`src/design/srg_pkg.sv`:
```
package srg_pkg;

  // Field widths (Q16.16 values, tick period and remaining time)
  localparam int unsigned VAL_W   = 32;
  localparam int unsigned TICK_W  = 31;
  localparam int unsigned IN_W    = 72;  // 66 field bits padded to whole bytes
  localparam int unsigned OUT_W   = 64;
  localparam int unsigned CFG_IDX_W = 2;

  // Divider: |target - input| << 16 over a positive 31-bit divisor
  localparam int unsigned NUM_W   = 49;
  localparam int unsigned DVS_W   = 31;
  localparam int unsigned CNT_W   = $clog2(NUM_W);

  // Slope magnitude (Q31.16 per second, saturated to 2^47 - 1) and step size
  localparam int unsigned SLOPE_W = 47;
  localparam int unsigned PHI_W   = SLOPE_W - 16 + TICK_W;  // high partial product
  localparam int unsigned PLO_W   = 16 + TICK_W;            // low partial product
  localparam int unsigned INC_W   = 34;

  localparam logic [DVS_W-1:0]  TEN_Q16   = DVS_W'(655360);
  localparam logic [VAL_W-1:0]  RATE_RST  = VAL_W'(655360);
  localparam logic [VAL_W-1:0]  DUR_RST   = VAL_W'(655360);
  localparam logic [TICK_W-1:0] TICK_RST  = TICK_W'(66);
  localparam logic [INC_W-1:0]  INC_CLAMP = INC_W'(64'h2_0000_0000);

  typedef enum logic [CFG_IDX_W-1:0] {
    CFG_MODE,
    CFG_RATE,
    CFG_DURATION,
    CFG_TICK
  } cfg_idx_t;

  // controller -> datapath
  typedef struct packed {
    logic capture;       // take the input word
    logic eval;          // edge/pause/disable handling, change detect
    logic div_start;     // launch slope/remaining-time division
    logic restart_load;  // load quotient results, jump to input value
    logic adv_check;     // count down remaining time, form partial products
    logic adv_sum;       // add partial products, clamp increment
    logic adv_apply;     // saturating add to output
    logic load_out;      // load result word
  } srg_cmd_t;

  // datapath -> controller
  typedef struct packed {
    logic restart;
    logic advance;
    logic div_busy;
    logic div_done;
    logic adv_finish;
  } srg_stat_t;

endpackage

```
`src/design/srg_ctrl.sv`:
```
module srg_ctrl (
  input  logic               clk,
  input  logic               rst,
  input  logic               s_valid,
  output logic               s_ready,
  output logic               m_valid,
  input  logic               m_ready,
  input  srg_pkg::srg_stat_t st,
  output srg_pkg::srg_cmd_t  cmd
);

  typedef enum logic [2:0] {
    ST_IDLE,
    ST_EVAL,
    ST_DIV,
    ST_LOAD,
    ST_ADV_CHK,
    ST_ADV_SUM,
    ST_ADV_APPLY,
    ST_EMIT
  } state_t;

  state_t state;
  state_t state_next;
  logic   slot_free;

  assign slot_free = ~m_valid | m_ready;
  assign s_ready   = state == ST_IDLE;

  always_comb begin
    cmd        = '0;
    state_next = state;
    unique case (state)
      ST_IDLE: begin
        cmd.capture = s_valid;
        if (s_valid) state_next = ST_EVAL;
      end
      ST_EVAL: begin
        cmd.eval      = 1'b1;
        cmd.div_start = st.restart;
        priority if (st.restart) state_next = ST_DIV;
        else if (st.advance)     state_next = ST_ADV_CHK;
        else                     state_next = ST_EMIT;
      end
      ST_DIV: begin
        if (st.div_done) state_next = ST_LOAD;
      end
      ST_LOAD: begin
        cmd.restart_load = 1'b1;
        state_next       = ST_ADV_CHK;
      end
      ST_ADV_CHK: begin
        cmd.adv_check = 1'b1;
        state_next    = st.adv_finish ? ST_EMIT : ST_ADV_SUM;
      end
      ST_ADV_SUM: begin
        cmd.adv_sum = 1'b1;
        state_next  = ST_ADV_APPLY;
      end
      ST_ADV_APPLY: begin
        cmd.adv_apply = 1'b1;
        state_next    = ST_EMIT;
      end
      ST_EMIT: begin
        cmd.load_out = slot_free;
        if (slot_free) state_next = ST_IDLE;
      end
      default: state_next = ST_IDLE;
    endcase
  end

  always_ff @(posedge clk) begin
    if (rst) begin
      state   <= ST_IDLE;
      m_valid <= 1'b0;
    end else begin
      state <= state_next;
      if (cmd.load_out) begin
        m_valid <= 1'b1;
      end else if (m_ready) begin
        m_valid <= 1'b0;
      end
    end
  end

  a_load_free: assert property (@(posedge clk) disable iff (rst)
      cmd.load_out |-> (!m_valid || m_ready))
    else $error("result word overwritten before it was taken");

  a_div_running: assert property (@(posedge clk) disable iff (rst)
      (state == ST_DIV) |-> (st.div_busy || st.div_done))
    else $error("waiting on a divider that is not running");

  a_div_launch: assert property (@(posedge clk) disable iff (rst)
      cmd.div_start |=> st.div_busy)
    else $error("division did not start");

endmodule

```
`config.mk`:
```
export PLATFORM = sky130hd
export DESIGN_NAME = srg_ctrl
export DESIGN_NICKNAME = d
export VERILOG_FILES = /design/src/design/srg_pkg.sv /design/src/design/srg_ctrl.sv
export SDC_FILE = /design/constraint.sdc
export NUM_CORES = 1
export LEC_CHECK = 0
export ABC_CLOCK_PERIOD_IN_PS = 1080
export BUFFER_PORTS_ARGS = -buffer_cell sky130_fd_sc_hd__buf_4
export CAP_MARGIN = 5
export CORE_AREA = 2 2 39 41
export CTS_CLUSTER_SIZE = 20
export DETAILED_ROUTE_END_ITERATION = 6
export DIE_AREA = 0 0 41 43
export SLEW_MARGIN = 20
export SYNTH_ARGS = -nofsm -noshare
export SYNTH_HDL_FRONTEND = slang
export SYNTH_SLANG_ARGS = --single-unit
```
`constraint.sdc`:
```
create_clock -name clk -period 1.08 [get_ports clk]
set_input_delay 0.108 -clock clk [delete_from_list [all_inputs] [get_ports clk]]
set_output_delay 0.108 -clock clk [all_outputs]
set_load 0.02 [all_outputs]
```
======== Yosys cells after proc, flatten, opt, wreduce, memory -nomap -nowiden ========
Cells that the tools add are included.
operators by class
  eq/ne operators ......................... 10
  multiplexer cells ....................... 16
  bitwise logic cells ..................... 2
  reduce and logical (&&, ||, !) cells .... 3
operators by type and width
  kind                                           number
  one-hot mux 3 bit (8 select lines)             1
  == test 3 bit, second input constant           4
  two-way mux 3 bit                              4
  two-way mux 1 bit                              8
  == test 3 x 2 -> 1 bit, second input constant  2
  two-way mux 2 bit                              3
  != test 2 bit, second input constant           3
  == test 3 x 1 -> 1 bit, second input constant  1
  logical NOT 3 bit                              1
  AND reduction 3 bit                            1
  nonzero test 2 bit                             1
  inverter 1 bit                                 1
  bitwise OR 1 bit                               1
word-level totals
  bits in registers ....................... 4
  bits of input ports ..................... 9
  output and inout port bits .............. 10
  logic and storage cells ................. 33

======== Depth between registers and ports, before layout ========
Gate-level depths: netlist of the first run.
  word-level depth ........................ 4
  gate-level depth with buffers ........... 4
  depth with buffers taken out ............ 3

======== Least setup slack after synthesis of the first run ========
OpenSTA, ideal clock, no wires.
  path type ............................... flip-flop to output port
  from .................................... register state[1]
  to ...................................... output port cmd[5] (netlist bit)
  arrival time ............................ 1363 ps
  data required time ...................... 972 ps
  setup slack ............................. -391 ps
  stages on the path, launching flop included .. 4
  path buffers ............................ 1
  path through ............................ dfxtp_1 clkbuf_8 nor3b_1 and2_1
RTL lines
  element                 line            source
  from (decl)             srg_ctrl.sv:23  state_t state;
  from (signal assigned)  srg_ctrl.sv:77  state <= state_next;
  to (decl)               srg_ctrl.sv:9   output srg_pkg::srg_cmd_t cmd

==> metrics.txt, run 1 <==
global-route wire length before repair 1560 um; Tcrit/Tclk final 1.18; H-Tree Depth 1; top cells by area, synth dfxtp_1, clkbuf_8, nor2_1, a21oi_1, a221oi_2; pwr/cell area between 1000 and 1500 mW/mm^2; CP Buf/Inv Count 2; most frequent cells in the layout buf_4, buf_6, nor2_1, clkbuf_4, dfxtp_4; Fmax achieved 788 MHz; WL/cell 12.5 um; fin crit period between 1 and 1.5 ns; Hold Slack around 0.065 ns; clk buf depth 2; width of the die 41 um; P&R area growth vs syn 142%; register area share after synthesis 0.266; Slowest-stage cell, CP dfxtp_4; vias in the first global route 404; CP max stage delay approximately 0.35 ns; via count 396; Pleak ~0.33 nW; drc violations 0; initial DRC count 3; setup slack after layout -0.190 ns; Netlist cell types 20; Clk Latency, worst-skew pair 0.23 ns; Final setup viols 10; critical path class reg2out; Routed WL 1070 um; CORE AREA roughly 0.0014 mm^2; Final Hold Viols 0; TritonCTS clock tree done; HP Class in2reg; FF/Latch Area 91.3 um^2; Sink Count 4; fillcell total ~130; Max IR drop VDD 0.892 mV; Post-Syn Instances 36; Final Skew 0.00642 ns; area fraction of the dominant cell type after synthesis 0.266; die area 0.00176 mm^2; syn avg cell area 8.38 um^2; Initial DRT Pass Iterations 2; initial antenna violation count 0; DP Area around 530 um^2; Routed Antenna Nets 0; failing checks setup timing; vias per cell 4.66; number of nets in the layout 80; Synth Cell Area 302 um^2; Worst slew margin 0.885; most frequent CP cell buf_6; Final Slew Violations 0; critical path required time a little under 1 ns; Initial Util 0.218; RSZ-0062 raised after global routing yes; maxcap violations 0; Synth warnings 0; Util after Layout 0.527; Placer Congestion 0.750; #FFs+latches synth 4; number of diodes 0; Mapped Nets 45; Cell Chain, Critical Path buf_6, nor3b_4, and2_4, buf_6; DP Worst Slack 0.0176 ns; CP endpoint kind output pin; largest net degree at the start of global routing 8; IO Count 19; I/O Buffers 17; CP max FO 3; CTS root buf clkbuf_4; status finished with violations; Rows 14; cell accounting for the most synthesized area dfxtp_1; Slew @ Worst Pin 0.167 ns; CP top delay family simple AND/OR/NAND/NOR gates; gr ovfl total 0; final instance area 729 um^2; leading cell type in the layout, fill and taps excluded buf_4; PnR Total Power 0.909 mW; Die Y 43 um; CP arrival 1.16 ns; Worst-path clk slew 0.04 ns; layout cell share with drive strength beyond 1 0.768; footprint of the multi-input gates 279 um^2; post-DP HPWL 613 um; gr usage total 0.125; CTS Hold Bufs 0; Worst setup SP type register; total clock buffers created by CTS 3
## worst register-to-register path, delay by kind of cell (launching register included)
| kind | cells | cell delay [ns] |
|---|---|---|
| buffers and inverters | 1 | 0.12 |
| AOI/OAI and AO/OA | 2 | 0.32 |
| DFF | 1 | 0.36 |
| and+or+nand+nor | 1 | 0.23 |
## layout make-up
type | count | share of cell area
Timing Repair Buffer | 33 | 0.434
Multi-Input combinational cell | 29 | 0.383
Sequential cell | 4 | 0.125
Clock buffer | 3 | 0.0309
Tap cell | 16 | 0.0274
## kinds of logic (layout without fill, tap and decap cells)
| family | Yosys count | in the layout | share of synthesized area |
|---|---|---|---|
| AND/OR/NAND/NOR | 22 | 22 | 0.436 |
| multiplexers | 1 | 1 | 0.0332 |
| AO/OA/AOI/OAI | 6 | 6 | 0.149 |
| flip-flops | 4 | 4 | 0.266 |
| buffers and inverters | 3 | 36 | 0.116 |
## power breakdown
part / switching, mW / leakage [nW] / internal [mW]
combinational: 0.228 / 0.278 / 0.300
clock: 0.0585 / 0.0138 / 0.124
sequential: 0.0274 / 0.0348 / 0.171
## metal layers
| metal | routed length, um | GRT usage | part of all wire | vias to the layer above |
|---|---|---|---|---|
| met2 | 554 | 0.203 | 0.52 | 15 |
| met1 | 402 | 0.141 | 0.38 | 181 |
| met3 | 59 | 0.0209 | 0.055 | 4 |
| met4 | 49 | 0.0800 | 0.046 | 0 |
| met5 | 0 | 0 | 0 | - |
| li1 | - | - | - | 196 |
## Yosys cell counts (all sizes together)
cell type and n:
nor3b 2, buf 1, nor2 5, nand3 1, nor4 1, and2 2, o221ai 1, nand2b 2
dfxtp 4, nor3 2, nor2b 2, a31oi 1, clkbuf 2, a221oi 1, and3b 1, nand2 2
mux2i 1, and2b 2, a21oi 3
## metrics by stage
stage                     setup TNS, ns  cells
after floorplan                  -0.104     36
after global placement                0     74
after detailed placement              0     74
after CTS                         -1.11     84
after global routing              -1.59     85
final                             -1.10     85
## flip-flops by register name, indices dropped and copies added, names as in the netlist
| signal | count |
|---|---|
| state | 3 |
| m_valid | 1 |
## what timing repair did
item | CTS | global route
pin swaps | 9 | 6
gates resized for setup | 20 | 11
setup buffers | 7 | 1
endpoints found under the setup margin | 9 | 11
## final timing paths
| check | startpoint | end | slack [ns] | depth (start not counted) |
|---|---|---|---|---|
| setup / recovery | state[2] | cmd[5] | -0.19 | 4 |
| hold / removal | rst | state[0] | 0.06 | 2 |
| setup reg to reg | state[1] | state[0] | -0.04 | 4 |
| hold reg to reg | state[0] | state[0] | 0.57 | 2 |
Power figures use the tool's default switching activity.
==> run 2: changes to the inputs <==
--- a/config.mk
+++ b/config.mk
@@ -12,6 +12,7 @@
 export CTS_CLUSTER_SIZE = 20
 export DETAILED_ROUTE_END_ITERATION = 6
 export DIE_AREA = 0 0 41 43
+export RECOVER_POWER = 25
 export SLEW_MARGIN = 20
 export SYNTH_ARGS = -nofsm -noshare
 export SYNTH_HDL_FRONTEND = slang
==> run 2 against run 1 <==
The flow still finishes with violations (setup timing). Register-to-register slack barely moved. Routed wire length down 0.19%. Via count stayed put. Utilization fell by 0.27 points. Worst hold slack barely moved. Die area is the same. Non-clock buffer count unchanged. Sequential cell count unchanged. Combinational power barely moved. Total power about the same. Cell count unchanged.
==> metrics.txt, run 2 (synthesis results as in run 1) <==
reg2reg end state[0] (unchanged); final instance area 726 um^2 (was 729 um^2); share of total power in combinational logic 0.581 (about the same); Largest regs state: 3 flops, m_valid: 1 flops (unchanged); initial antenna violation count 0 (unchanged); Final setup viols 10 (unchanged); critical path required time 0.97 ns (about the same); number of nets in the layout 80 (unchanged); worst hold start rst (unchanged); gr ovfl total 0 (unchanged); internal power 0.594 mW (was 0.595 mW); Die Y 43 um (unchanged); Finished Layout Cells 85 (unchanged); largest net degree at the start of global routing 8 (unchanged); via count 396 (unchanged); Worst setup SP type register (unchanged); Worst-path clk slew 0.04 ns (about the same); Max IR drop VDD 0.892 mV (about the same); Hold Slack 0.0645 ns (about the same); H-Tree Depth 1 (unchanged); Worst slew margin 0.838 (was 0.885); gr usage total 0.125 (unchanged); Pleak 0.322 nW (was 0.327 nW); critical path class reg2out (unchanged); I/O Buffers 17 (unchanged); Sink Count 4 (unchanged); Placer Congestion 0.750 (unchanged); Sw Share 0.346 (about the same); clock power share 0.201 (about the same); Final Hold Viols 0 (unchanged); CORE AREA 0.00138 mm^2 (unchanged); Sequential Power Share 0.218 (about the same); IO Count 19 (unchanged); HP Class in2reg (unchanged); drc violations 0 (unchanged); Reg2Reg Setup Slack -0.04 ns (about the same); worst hold path depth 2 (unchanged); die area 0.00176 mm^2 (unchanged); number of diodes 0 (unchanged); Rows 14 (unchanged); CTS Hold Bufs 0 (unchanged); RSZ-0062 raised after global routing yes (unchanged); Tcrit/Tclk final 1.18 (about the same); PnR Total Power 0.909 mW (about the same); R2R cell count 4 (unchanged); post-DP HPWL 613 um (unchanged); setup slack after layout -0.190 ns (about the same); WL/cell 12.5 um (about the same); status finished with violations (unchanged); DP Area 526 um^2 (unchanged); Top reg by flops state (unchanged); total clock buffers created by CTS 3 (unchanged); layout cell share with drive strength beyond 1 0.754 (was 0.768); Final Skew 0.00642 ns (about the same); Final Slew Violations 0 (unchanged); pwr/cell area 1250 mW/mm^2 (about the same); dpl cells 74 (unchanged); Worst Hold Path EP state[0] (unchanged); failing checks setup timing (unchanged); P&R area growth vs syn 141% (was 142%); Routed Antenna Nets 0 (unchanged); Fmax achieved 788 MHz (unchanged); Largest register FFs 3 (unchanged); global-route wire length before repair 1560 um (unchanged); Initial Util 0.218 (unchanged); Initial DRT Pass Iterations 2 (unchanged); CP max FO 3 (unchanged); most frequent cells in the layout buf_4, buf_6, nor2_1, clkbuf_4, dfxtp_4 (unchanged); worst reg2reg path startpoint state[1] (unchanged); TritonCTS clock tree done (unchanged); width of the die 41 um (unchanged); initial DRC count 3 (unchanged); clk buf depth 2 (unchanged); CP arrival 1.16 ns (about the same); leading cell type in the layout, fill and taps excluded buf_4 (unchanged); vias per cell 4.66 (unchanged); Routed WL 1060 um (was 1070 um); CP endpoint kind output pin (unchanged); sw power 0.314 mW (about the same); CTS root buf clkbuf_4 (unchanged); Clk Latency, worst-skew pair 0.23 ns (about the same); Slew @ Worst Pin 0.244 ns (was 0.167 ns); vias in the first global route 404 (unchanged); maxcap violations 0 (unchanged); fin crit period 1.27 ns (about the same)
==> run 2: cell types whose count changed in the layout (fill, tap and decap cells not counted) <==
cell,before,now
buf_4,17,16
clkbuf_1,0,1
==> run 2: per-stage QoR <==
stage	worst slack, ns	TNS (ns)	util
detailed placement	0.0176	0	0.380
global route	-0.253	-1.59	0.524
finish	-0.190	-1.10	0.524
floorplan	-0.0740	-0.104	-
CTS	-0.188	-1.11	0.486
global placement	0.0292	0	0.380
==> run 2: timing repair <==
action	CTS	global route
gates resized for setup	20	11
endpoints found under the hold margin	0	0
pin swaps	9	6
endpoints found under the setup margin	9	11
setup buffers	7	1
==> run 2: how the worst max path moves through the flow <==
stage          slack (ns)  cells past startpoint      from  endpoint
6_report            -0.19                      4  state[2]    cmd[5]
3_3_place_gp         0.03                      4  state[2]    cmd[5]
4_1_cts             -0.19                      4  state[1]    cmd[5]
5_1_grt             -0.25                      4  state[1]    cmd[5]
3_5_place_dp         0.02                      3  state[2]  state[0]
2_1_floorplan       -0.07                      3  state[1]    cmd[5]
==> run 2: final cells by class <==
type / instances / area (um^2)
clock buffer: 3 / 22.5
fill: 128 / 658
multi-input combinational: 29 / 279
sequential: 4 / 91.3
tap: 16 / 20.0
timing repair buffer: 33 / 313
==> run 2: worst max-delay path, cell delays in order (launching register included) <==
cell	delay (ns)
dfxtp_4	0.35
buf_6	0.12
nor3b_4	0.20
and2_4	0.16
buf_6	0.10
==> run 2: power groups by stage <==
stage	Combinational [mW]	Clock (mW)	Sequential [mW]
finish	0.528	0.183	0.198
global route	0.559	0.201	0.203
CTS	0.466	0.187	0.195
detailed placement	0.368	0	0.194
global placement	0.363	0	0.193
floorplan	0.228	0	0.186
==> run 2: metal layers <==
| layer | vias up | track usage | routed length, um |
|---|---|---|---|
| met4 | 0 | 0.0800 | 49 |
| met1 | 181 | 0.141 | 402 |
| li1 | 196 | - | - |
| met3 | 4 | 0.0209 | 58 |
| met5 | - | 0 | 0 |
| met2 | 15 | 0.203 | 554 |
==> run 3: changes to the inputs <==
--- a/config.mk
+++ b/config.mk
@@ -12,8 +12,10 @@
 export CTS_CLUSTER_SIZE = 20
 export DETAILED_ROUTE_END_ITERATION = 6
 export DIE_AREA = 0 0 41 43
+export GPL_ROUTABILITY_DRIVEN = 0
 export RECOVER_POWER = 25
 export SLEW_MARGIN = 20
 export SYNTH_ARGS = -nofsm -noshare
 export SYNTH_HDL_FRONTEND = slang
 export SYNTH_SLANG_ARGS = --single-unit
+export TNS_END_PERCENT = 10
==> run 3 against run 2 <==
The run still ends with setup timing left. Routed wire length is 27% lower. Largest power group unchanged. Sequential share of layout area is 2.6 points higher. Clock skew shrank 0.0026 ns. Sequential cell count unchanged. Clock power barely moved. Highest routed layer is now met3.
==> metrics.txt, run 3 (synthesis results as in run 1) <==
status finished with violations (unchanged); failing checks setup timing (unchanged); Worst-path clk slew 0.04 ns (about the same); P&R area growth vs syn 88.8% (was 141%); Top reg by flops state (unchanged); Max IR drop VDD 0.614 mV (was 0.892 mV); Worst slew margin 0.835 (was 0.838); fin crit period 1.26 ns (was 1.27 ns); Clk Latency, worst-skew pair 0.23 ns (about the same); vias per cell 4.41 (was 4.66); via count 344 (was 396); CTS Hold Bufs 0 (unchanged); leading cell type in the layout, fill and taps excluded buf_4 (unchanged); initial DRC count 0 (was 3); initial antenna violation count 0 (unchanged); clock power share 0.239 (was 0.201); gr ovfl total 0 (unchanged); Initial DRT Pass Iterations 1 (was 2); Final Skew 0.00378 ns (was 0.00642 ns); CTS root buf clkbuf_4 (unchanged); Util after Layout 0.411 (was 0.524); dpl cells 73 (was 74); largest net degree at the start of global routing 10 (was 8); Final Hold Viols 0 (unchanged); maxcap violations 0 (unchanged); Largest register FFs 3 (unchanged); Largest regs state: 3 flops, m_valid: 1 flops (unchanged); Rows 14 (unchanged); global-route wire length before repair 1300 um (was 1560 um); Sequential Power Share 0.249 (was 0.218); Die Y 43 um (unchanged); width of the die 41 um (unchanged); Tcrit/Tclk final 1.16 (was 1.18); CP max stage delay 0.35 ns (about the same); Initial Util 0.218 (unchanged); gr usage total 0.113 (was 0.125); WL/cell 9.96 um (was 12.5 um); footprint of the multi-input gates 226 um^2 (was 279 um^2); Fmax achieved 796 MHz (was 788 MHz); number of diodes 0 (unchanged); vias in the first global route 322 (was 404); HP Class in2reg (unchanged); Routed Antenna Nets 0 (unchanged); Slowest-stage cell, CP dfxtp_4 (unchanged); CP max FO 4 (was 3); sw power 0.252 mW (was 0.314 mW); layout cell share with drive strength beyond 1 0.677 (was 0.754); clk buf depth 2 (unchanged); Finished Layout Cells 78 (was 85); I/O Buffers 17 (unchanged); TritonCTS clock tree done (unchanged); post-DP HPWL 587 um (was 613 um); Pleak 0.264 nW (was 0.322 nW); share of total power in combinational logic 0.512 (was 0.581); Sink Count 4 (unchanged); total clock buffers created by CTS 3 (unchanged); critical path required time 0.97 ns (about the same); Routed WL 777 um (was 1060 um); FF/Latch Area 86.3 um^2 (was 91.3 um^2); drc violations 0 (unchanged); Slew @ Worst Pin 0.248 ns (was 0.244 ns); IO Count 19 (unchanged); RSZ-0062 raised after global routing yes (unchanged); CP arrival 1.15 ns (was 1.16 ns); CORE AREA 0.00138 mm^2 (unchanged); most frequent CP cell buf_6 (unchanged); die area 0.00176 mm^2 (unchanged); Sw Share 0.331 (was 0.346); Cell Chain, Critical Path buf_6, nor3_4, and2_4, buf_6 (was buf_6, nor3b_4, and2_4, buf_6); internal power 0.508 mW (was 0.594 mW); Final Slew Violations 0 (unchanged); critical path class reg2out (unchanged); Worst setup SP type register (unchanged); most frequent cells in the layout buf_4, buf_6, nor2_1, a21oi_1, clkbuf_4 (was buf_4, buf_6, nor2_1, clkbuf_4, dfxtp_4); number of nets in the layout 73 (was 80); fillcell total 148 (was 128); H-Tree Depth 1 (unchanged); pwr/cell area 1340 mW/mm^2 (was 1250 mW/mm^2); setup slack after layout -0.176 ns (was -0.190 ns); Final setup viols 10 (unchanged); Setup TNS Final -0.865 ns (was -1.10 ns); CP endpoint kind output pin (unchanged)
==> run 3: changes by cell type in the layout (fill, tap and decap cells not counted), moves of 2 or more <==
cell,previous run,this run
dfxtp_4,3,1
buf_4,16,19
nor2_4,2,0
buf_6,15,6
nor2_2,0,2
dfxtp_2,0,2
==> run 3: path summary, 6_finish.rpt <==
check | depth (start not counted) | end | slack, ns | from
hold reg to reg | 2 | state[0] | 0.60 | state[0]
hold / removal | 2 | state[0] | 0.06 | rst
setup / recovery | 4 | cmd[7] | -0.18 | state[1]
setup reg to reg | 4 | state[0] | -0.04 | state[2]
==> run 3: per-layer routing <==
metal  up-vias  share of wire  GRT usage
met2         9           0.50      0.159
met3         0          0.054     0.0471
met1       154           0.44      0.132
met4         0              0     0.0800
met5         -              0          0
li1        181              -          -
==> run 3: area by class of cell <==
cell class                 instances  area share
sequential                         4       0.152
timing repair buffer              26       0.376
multi-input combinational         29       0.398
tap                               16      0.0352
clock buffer                       3      0.0396
==> run 3: what timing repair did <==
| item | CTS | global route |
|---|---|---|
| setup endpoints to repair | 11 | 10 |
| gates cloned | 0 | 0 |
| endpoints found under the hold margin | 0 | 0 |
| pin swaps | 5 | 2 |
| buffers inserted | 2 | 0 |
| gates resized for setup | 11 | 4 |
==> run 3: power by group through the flow <==
stage / clock, mW / combinational, mW / sequential [mW]
CTS: 0.190 / 0.383 / 0.188
floorplan: 0 / 0.221 / 0.184
finish: 0.181 / 0.389 / 0.189
global route: 0.213 / 0.419 / 0.192
detailed placement: 0 / 0.334 / 0.191
global placement: 0 / 0.331 / 0.190
==> run 3: critical path: cells and delay by family (launching register included) <==
kind                   cells  cell delay [ns]
flip-flops                 1             0.35
AND/OR/NAND/NOR            2             0.34
buffers and inverters      2             0.23
==> run 3: metrics by stage <==
stage / instance area [um^2] / hold WS, ns / setup WS [ns] / power [mW]
4_1_cts: 562 / 0.0497 / -0.182 / 0.761
6_report: 569 / 0.0589 / -0.176 / 0.760
2_1_floorplan: 329 / 0.174 / -0.113 / 0.405
3_3_place_gp: 494 / 0.305 / 0.0115 / 0.522
3_5_place_dp: 494 / 0.306 / -0.00591 / 0.525
5_1_grt: 569 / 0.0471 / -0.244 / 0.824
